## config.mk

```make
export PLATFORM = sky130hd
export DESIGN_NAME = llc_angle
export DESIGN_NICKNAME = d
export VERILOG_FILES = /design/src/sv/llc_pkg.sv /design/src/sv/llc_angle.sv
export SDC_FILE = /design/constraint.sdc
export NUM_CORES = 2
export LEC_CHECK = 0
export BUFFER_PORTS_ARGS = -buffer_cell sky130_fd_sc_hd__buf_2
export CORE_MARGIN = 1.5
export CORE_UTILIZATION = 46
export CTS_CLUSTER_SIZE = 40
export DETAILED_ROUTE_END_ITERATION = 6
export PLACE_DENSITY = 0.66
export SLEW_MARGIN = 20
export SYNTH_ARGS = -nofsm -noshare
export SYNTH_HDL_FRONTEND = slang
export SYNTH_SLANG_ARGS = --single-unit
```

## constraint.sdc

```tcl
create_clock -name clk -period 8.5 [get_ports clk]
set_clock_uncertainty 0.05 [all_clocks]
set_input_delay 1.275 -clock clk [delete_from_list [all_inputs] [get_ports clk]]
set_output_delay 1.275 -clock clk [all_outputs]
set_load 0.01 [all_outputs]
```

## src/sv/llc_pkg.sv

```systemverilog
`default_nettype none
package llc_pkg;

    // angle ranges, degrees with 16 fraction bits
    localparam int TURN_Q16    = 23592960;
    localparam int HALF_Q16    = 11796480;
    localparam int QUARTER_Q16 = 5898240;

    // widths
    localparam int ANG_W   = 26;
    localparam int RED_W   = 28;
    localparam int MAG_W   = 23;
    localparam int THETA_W = 44;
    localparam int XY_W    = 36;
    localparam int TRIG_W  = 32;
    localparam int RAD_W   = 25;
    localparam int RH_W    = 27;
    localparam int PROD_W  = 64;
    localparam int OUT_W   = 26;
    localparam int OUT_LIMIT = 18874368;
    localparam int RADIUS_RESET = 6520289;

    // degrees-to-radians scaling: divide by 45 * 2^16
    localparam int DEG_SHIFT  = 16;
    localparam int DEG_ROUND  = 1474560;
    localparam int DIV_CONST  = 45;
    localparam longint unsigned DEG_DIV = 64'(DIV_CONST) << DEG_SHIFT;
    // pi/4 split as quotient and remainder of the divisor
    localparam int KQ_W       = 20;
    localparam int KR_W       = 22;
    localparam int PA_W       = MAG_W + KQ_W;
    localparam int PB_W       = MAG_W + KR_W + 1;
    // remainder part after the 2^16 shift stays below 2^Y_W
    localparam int Y_W        = 28;
    localparam int REC_SHIFT  = Y_W + 6;
    localparam int REC_MUL_W  = 29;
    localparam int REC_W      = Y_W + REC_MUL_W;
    localparam int QUO_W      = REC_W - REC_SHIFT;
    // reduce, multiply, round, reciprocal multiply, sum and sign
    localparam int ANG_LAT    = 5;

    // unsigned long division by shift and subtract
    function automatic longint unsigned llc_udiv(input longint unsigned n,
                                                 input longint unsigned d);
        longint unsigned q;
        longint unsigned r;
        q = 0;
        r = 0;
        for (int b = 63; b >= 0; b--)
        begin
            r = {r[62:0], n[b]};
            if (r >= d)
            begin
                r = r - d;
                q[b] = 1'b1;
            end
        end
        return q;
    endfunction

    function automatic longint unsigned llc_isqrt(input longint unsigned v_in);
        longint unsigned v;
        longint unsigned r;
        longint unsigned b;
        v = v_in;
        r = 0;
        b = 64'd1 << 62;
        while (b > v)
            b = b >> 2;
        while (b != 0)
        begin
            if (v >= r + b)
            begin
                v = v - (r + b);
                r = (r >> 1) + b;
            end
            else
            begin
                r = r >> 1;
            end
            b = b >> 2;
        end
        return r;
    endfunction

    // atan(1/m) in Q60
    function automatic longint unsigned llc_atan_inv_q60(input longint unsigned m);
        longint unsigned p;
        longint unsigned sum;
        longint unsigned k;
        p = llc_udiv(64'd1 << 60, m);
        sum = p;
        k = 1;
        while (p != 0)
        begin
            p = llc_udiv(p, m * m);
            if (k[0])
                sum = sum - llc_udiv(p, 2 * k + 1);
            else
                sum = sum + llc_udiv(p, 2 * k + 1);
            k = k + 1;
        end
        return sum;
    endfunction

    // atan(2^-i) in Q60
    function automatic longint unsigned llc_atan_pow2_q60(input int i);
        longint unsigned sum;
        longint unsigned term;
        int k;
        int n;
        sum = 0;
        k = 0;
        n = i;
        while (n < 60)
        begin
            term = llc_udiv(64'd1 << (60 - n), longint'(2 * k + 1));
            if (k[0])
                sum = sum - term;
            else
                sum = sum + term;
            k = k + 1;
            n = i * (2 * k + 1);
        end
        return sum;
    endfunction

    // rotation angle table, Q40 radians; entry 0 is pi/4
    function automatic longint unsigned llc_atan_q40(input int i);
        longint unsigned v;
        if (i == 0)
            v = 4 * llc_atan_inv_q60(5) - llc_atan_inv_q60(239);
        else
            v = llc_atan_pow2_q60(i);
        return (v + (64'd1 << 19)) >> 20;
    endfunction

    // CORDIC start magnitude, Q32
    function automatic longint unsigned llc_gain_q32(input int stages);
        longint unsigned g;
        longint unsigned s;
        g = 64'd1 << 32;
        for (int i = 0; i < stages && i < 32; i++)
        begin
            if (2 * i <= 60)
                s = llc_isqrt((64'd1 << 60) + (64'd1 << (60 - 2 * i)));
            else
                s = 64'd1 << 30;
            g = llc_udiv((g << 30) + (s >> 1), s);
        end
        return g;
    endfunction

    localparam longint unsigned PI4_Q40 = llc_atan_q40(0);
    localparam logic [KQ_W-1:0] PI4_QUO = KQ_W'(llc_udiv(PI4_Q40, DEG_DIV));
    localparam logic [KR_W-1:0] PI4_REM =
        KR_W'(PI4_Q40 - llc_udiv(PI4_Q40, DEG_DIV) * DEG_DIV);
    // ceil(2^REC_SHIFT / 45): exact floor division for inputs below 2^Y_W
    localparam logic [REC_MUL_W-1:0] REC_MUL =
        REC_MUL_W'(llc_udiv((64'd1 << REC_SHIFT) + 64'(DIV_CONST - 1), 64'(DIV_CONST)));

    // round half up from Q30, floor shift
    function automatic logic signed [PROD_W-1:0] llc_rnd30(input logic signed [PROD_W-1:0] v);
        logic signed [PROD_W-1:0] s;
        s = v + (PROD_W'(1) <<< 29);
        return s >>> 30;
    endfunction

endpackage
`default_nettype wire

```

## src/sv/llc_angle.sv

```systemverilog
`default_nettype none
module llc_angle
    import llc_pkg::*;
(
    input  wire logic                      clk,
    input  wire logic                      rst_n,
    input  wire logic                      en,
    input  wire logic                      in_valid,
    input  wire logic signed [ANG_W-1:0]   ang,
    output logic                           out_valid,
    output logic signed [THETA_W-1:0]      theta,
    output logic                           flip
);

    // stage 1: reduce to [-90, 90] degrees
    logic signed [RED_W-1:0] v;
    logic signed [RED_W-1:0] m;
    logic signed [RED_W-1:0] t;
    logic signed [RED_W-1:0] t_abs;
    logic                    flip_next;
    logic                    v1_reg;
    logic [MAG_W-1:0]        mag1_reg;
    logic                    neg1_reg;
    logic                    flip1_reg;

    always_comb
    begin
        v = RED_W'(ang);
        if (v < -RED_W'(TURN_Q16))
            m = v + RED_W'(2 * TURN_Q16);
        else if (v < 0)
            m = v + RED_W'(TURN_Q16);
        else if (v >= RED_W'(TURN_Q16))
            m = v - RED_W'(TURN_Q16);
        else
            m = v;
        flip_next = 1'b0;
        if (m <= RED_W'(QUARTER_Q16))
            t = m;
        else if (m < RED_W'(3 * QUARTER_Q16))
        begin
            t = m - RED_W'(HALF_Q16);
            flip_next = 1'b1;
        end
        else
            t = m - RED_W'(TURN_Q16);
        t_abs = (t < 0) ? -t : t;
    end

    always_ff @(posedge clk or negedge rst_n)
    begin
        if (!rst_n)
            v1_reg <= 1'b0;
        else if (en)
            v1_reg <= in_valid;
    end

    always_ff @(posedge clk)
    begin
        if (en)
        begin
            mag1_reg  <= t_abs[MAG_W-1:0];
            neg1_reg  <= t[RED_W-1];
            flip1_reg <= flip_next;
        end
    end

    // stage 2: magnitude times quotient and remainder parts of pi/4
    logic            v2_reg;
    logic [PA_W-1:0] pa2_reg;
    logic [PB_W-1:0] pb2_reg;
    logic            neg2_reg;
    logic            flip2_reg;

    always_ff @(posedge clk or negedge rst_n)
    begin
        if (!rst_n)
            v2_reg <= 1'b0;
        else if (en)
            v2_reg <= v1_reg;
    end

    always_ff @(posedge clk)
    begin
        if (en)
        begin
            pa2_reg   <= PA_W'(mag1_reg) * PA_W'(PI4_QUO);
            pb2_reg   <= PB_W'(mag1_reg) * PB_W'(PI4_REM);
            neg2_reg  <= neg1_reg;
            flip2_reg <= flip1_reg;
        end
    end

    // stage 3: round the remainder part, drop the 2^16 part of the divisor
    logic [PB_W-1:0] sumb3;
    logic            v3_reg;
    logic [Y_W-1:0]  y3_reg;
    logic [PA_W-1:0] pa3_reg;
    logic            neg3_reg;
    logic            flip3_reg;

    assign sumb3 = pb2_reg + PB_W'(DEG_ROUND);

    always_ff @(posedge clk or negedge rst_n)
    begin
        if (!rst_n)
            v3_reg <= 1'b0;
        else if (en)
            v3_reg <= v2_reg;
    end

    always_ff @(posedge clk)
    begin
        if (en)
        begin
            y3_reg    <= sumb3[DEG_SHIFT +: Y_W];
            pa3_reg   <= pa2_reg;
            neg3_reg  <= neg2_reg;
            flip3_reg <= flip2_reg;
        end
    end

    // stage 4: divide by 45 with a reciprocal multiply
    logic             v4_reg;
    logic [REC_W-1:0] rec4_reg;
    logic [PA_W-1:0]  pa4_reg;
    logic             neg4_reg;
    logic             flip4_reg;

    always_ff @(posedge clk or negedge rst_n)
    begin
        if (!rst_n)
            v4_reg <= 1'b0;
        else if (en)
            v4_reg <= v3_reg;
    end

    always_ff @(posedge clk)
    begin
        if (en)
        begin
            rec4_reg  <= REC_W'(y3_reg) * REC_W'(REC_MUL);
            pa4_reg   <= pa3_reg;
            neg4_reg  <= neg3_reg;
            flip4_reg <= flip3_reg;
        end
    end

    // final stage: add the parts, apply sign
    logic                       vo_reg;
    logic signed [THETA_W-1:0]  theta_reg;
    logic                       flipo_reg;
    logic signed [THETA_W-1:0]  q;

    assign q = THETA_W'(pa4_reg) + THETA_W'(rec4_reg[REC_SHIFT +: QUO_W]);

    always_ff @(posedge clk or negedge rst_n)
    begin
        if (!rst_n)
            vo_reg <= 1'b0;
        else if (en)
            vo_reg <= v4_reg;
    end

    always_ff @(posedge clk)
    begin
        if (en)
        begin
            theta_reg <= neg4_reg ? -q : q;
            flipo_reg <= flip4_reg;
        end
    end

    assign out_valid = vo_reg;
    assign theta     = theta_reg;
    assign flip      = flipo_reg;

endmodule
`default_nettype wire

```

==> metrics <==
number of clock sinks 287; wire length of the first global-routing pass 137500 µm; Post-synth top flop sky130_fd_sc_hd__edfxtp_1; die outline height 291.3 µm; combined area of all synthesized cells 38230 µm²; via count of the first global-routing pass 25970; sort of element at the end of the critical path flip-flop; detailed-route DRC error count 0; total nets after synthesis 4705; P&R area growth vs syn 7.253%; cell type with the largest total area after synthesis sky130_fd_sc_hd__fa_1; Avg WL per Cell 18.06 µm; post-CTS setup buffer count 0; Setup-failing EPs final 0; number of placement rows 105; core outline area 82110 µm²; register area share after synthesis 22.48%; via count of the routed design 24330; cell type group with the largest total delay on the critical path adder cells; fraction of registers with async set or reset after synthesis 1.742%; TritonRoute pass-1 iters 5; die width 291.3 µm; Final Hold Viols 0; Worst-path clk slew 0.06 ns; cells taking the most area after synthesis sky130_fd_sc_hd__fa_1, sky130_fd_sc_hd__edfxtp_1, sky130_fd_sc_hd__ha_1, sky130_fd_sc_hd__inv_1, sky130_fd_sc_hd__xnor2_1; Antenna Violating Nets Remaining 0; Ys Warns 0; I/O pin count 76; via density per instance 5.203; port bufs 75; delay of the slowest cell on the worst path 0.64 ns; final clock period utilization by the worst path 88.80%; critical-path cell list inv_1 -> fa_1 -> fa_1 -> fa_1 -> inv_1 -> fa_1 -> fa_1 -> fa_1 -> ha_1 -> ha_1 -> a21o_1 -> a21o_1 -> a21oi_1 -> o21ai_0 -> a21o_1 -> a211o_1 -> a221oi_1 -> o21ai_0 -> a31oi_1 -> xnor2_1; fillcell total 7365; Netlist cell types 99; Buf/Inv on CP 2; pins over their slew limit 0; Worst Path Required 8.75 ns; net count reported at finish 4802; library cell contributing the largest single delay on the critical path sky130_fd_sc_hd__edfxtp_1; Global Route Usage Sum 20.65%; critical path data arrival time 7.80 ns; hold buffer count at cts 0; post-synthesis instance total 3484; buffer levels on the longest clock path 3; Clock Tree Root sky130_fd_sc_hd__clkbuf_16; relative max-transition margin 37.06%; number of DRC markers in iteration 0 1231; Inserted Diodes 0; final worst path period need 7.548 ns; total placed instance area 39930 µm²; max reg flops 44; kind of start point of the critical path flip-flop; status finished clean; share of final-layout standard cells stronger than drive strength 1 5.545%; class of the tightest hold or removal check flip-flop to flip-flop; unrepaired setup endpoints after global routing false; critical path fanouts, max 10; worst slack at placement 0.9741 ns; EDFF count, synth 282; Crit Path Class flip-flop to flip-flop; commonest cells after routing, fill and taps aside sky130_fd_sc_hd__inv_1, sky130_fd_sc_hd__ha_1, sky130_fd_sc_hd__fa_1, sky130_fd_sc_hd__edfxtp_1, sky130_fd_sc_hd__xnor2_1; share of the synthesized area in the top cell type 27.44%; initial antenna violation count 0; most common library cell in the layout ignoring fill and taps sky130_fd_sc_hd__inv_1; slew of the pin with the lowest slew margin 0.9424 ns; count of H-tree levels built during CTS 2; setup_tns 0 ns; reported max-cap violation count 0; total global routing overflow 0; most repeated library cell on the critical path sky130_fd_sc_hd__fa_1; average instance area after synthesis 10.97 µm²; total detailed-routing wirelength 84460 µm; clock latency reported for the late side of the worst-skew pair 0.57 ns; CTS tree built; final critical-path setup slack 0.9517 ns; number of register bits inferred by synthesis 287; placed wire-length estimate after detailed placement 71910 µm; cts repair resizes 0; clock buffer count from CTS 34; RD Place Congestion 0.9394; highest clock rate 132.5 MHz; Layout Cell Area excl Fill 41000 µm²; maximum number of pins on one net before global-route repair 171; Die Area 84840 µm²; initial core utilization 46.56%
[synthesized netlist by cell type (all sizes together) (5+ instances only)]
cell and count:
and4 5, inv 889, nand2b 22, edfxtp 282, xor2 57, dfrtp 5
a2111oi 8, and3 29, o21ai 83, o31ai 21, a211o 8, nor3 45
nand3 48, nand4 26, or2 7, buf 8, xnor2 147, o41ai 9
nor2b 11, nor4 19, a21oi 101, a211oi 18, a21o 55, fa 524
o211ai 7, o2111ai 7, o21bai 23, clkbuf 18, mux2 7, and2 13
o22ai 5, a31oi 19, ha 667, nand2 89, nor2 89, or3 12
o21a 27
[path summary, 6_finish.rpt]
check | startpoint | to | slack, ns | cells after the start
setup / recovery | mag1_reg[3] | pb2_reg[42] | 0.95 | 20
hold / removal | pa2_reg[17] | pa3_reg[17] | 0.35 | 0
setup reg to reg | mag1_reg[3] | pb2_reg[42] | 0.95 | 20
hold reg to reg | pa2_reg[17] | pa3_reg[17] | 0.35 | 0
max in group asynchronous | rst_n | v1_reg | 7.76 | 1
min in group asynchronous | rst_n | v4_reg | 0.50 | 1
[cell families after synthesis]
kind of cell | count (synthesis) | share of synthesized area [%]
simple gates | 439 | 6.183
buf+inv | 916 | 9.066
mux | 11 | 0.3109
fa+ha+maj | 1191 | 49.27
xor+xnor | 204 | 4.733
compound gates | 436 | 7.960
flops | 287 | 22.48
[per-layer routing]
metal  part of all wire, %  track usage (%)
met2                    48            35.14
met4                   2.9            5.542
met1                    45            27.82
met5                     0                0
met3                   4.1            2.520
[area by class of cell]
cell class | count | area (µm²) | share of cell area (%)
multi-input combinational | 2281 | 26170 | 63.83
timing repair buffer | 87 | 488.0 | 1.190
sequential | 287 | 8593 | 20.96
clock buffer | 40 | 893.4 | 2.179
tap | 1070 | 1339 | 3.265
clock inverter | 22 | 177.7 | 0.4333
inverter | 890 | 3341 | 8.148
[metrics by stage]
stage | util, % | hold slack, ns | cells
after floorplan | - | 0.3503 | 3484
after global placement | 48.63 | 0.3516 | 4615
after detailed placement | 48.63 | 0.3545 | 4615
after CTS | 49.94 | 0.3428 | 4677
after global routing | 49.94 | 0.3672 | 4677
final | 49.94 | 0.3467 | 4677
[worst reg2reg max path, stage by stage (launching register included)]
cell and delay (ns):
sky130_fd_sc_hd__edfxtp_1 0.64, sky130_fd_sc_hd__inv_1 0.23, sky130_fd_sc_hd__fa_1 0.60, sky130_fd_sc_hd__fa_1 0.46, sky130_fd_sc_hd__fa_1 0.55, sky130_fd_sc_hd__inv_1 0.06
sky130_fd_sc_hd__fa_1 0.52, sky130_fd_sc_hd__fa_1 0.52, sky130_fd_sc_hd__fa_1 0.49, sky130_fd_sc_hd__ha_1 0.30, sky130_fd_sc_hd__ha_1 0.35, sky130_fd_sc_hd__a21o_1 0.17
sky130_fd_sc_hd__a21o_1 0.17, sky130_fd_sc_hd__a21oi_1 0.18, sky130_fd_sc_hd__o21ai_0 0.15, sky130_fd_sc_hd__a21o_1 0.21, sky130_fd_sc_hd__a211o_1 0.39, sky130_fd_sc_hd__a221oi_1 0.59
sky130_fd_sc_hd__o21ai_0 0.31, sky130_fd_sc_hd__a31oi_1 0.26, sky130_fd_sc_hd__xnor2_1 0.08
Power is left out: the tool's default activity adds up to more than one toggle a clock period on the data nets, which glitch-free logic cannot reach.
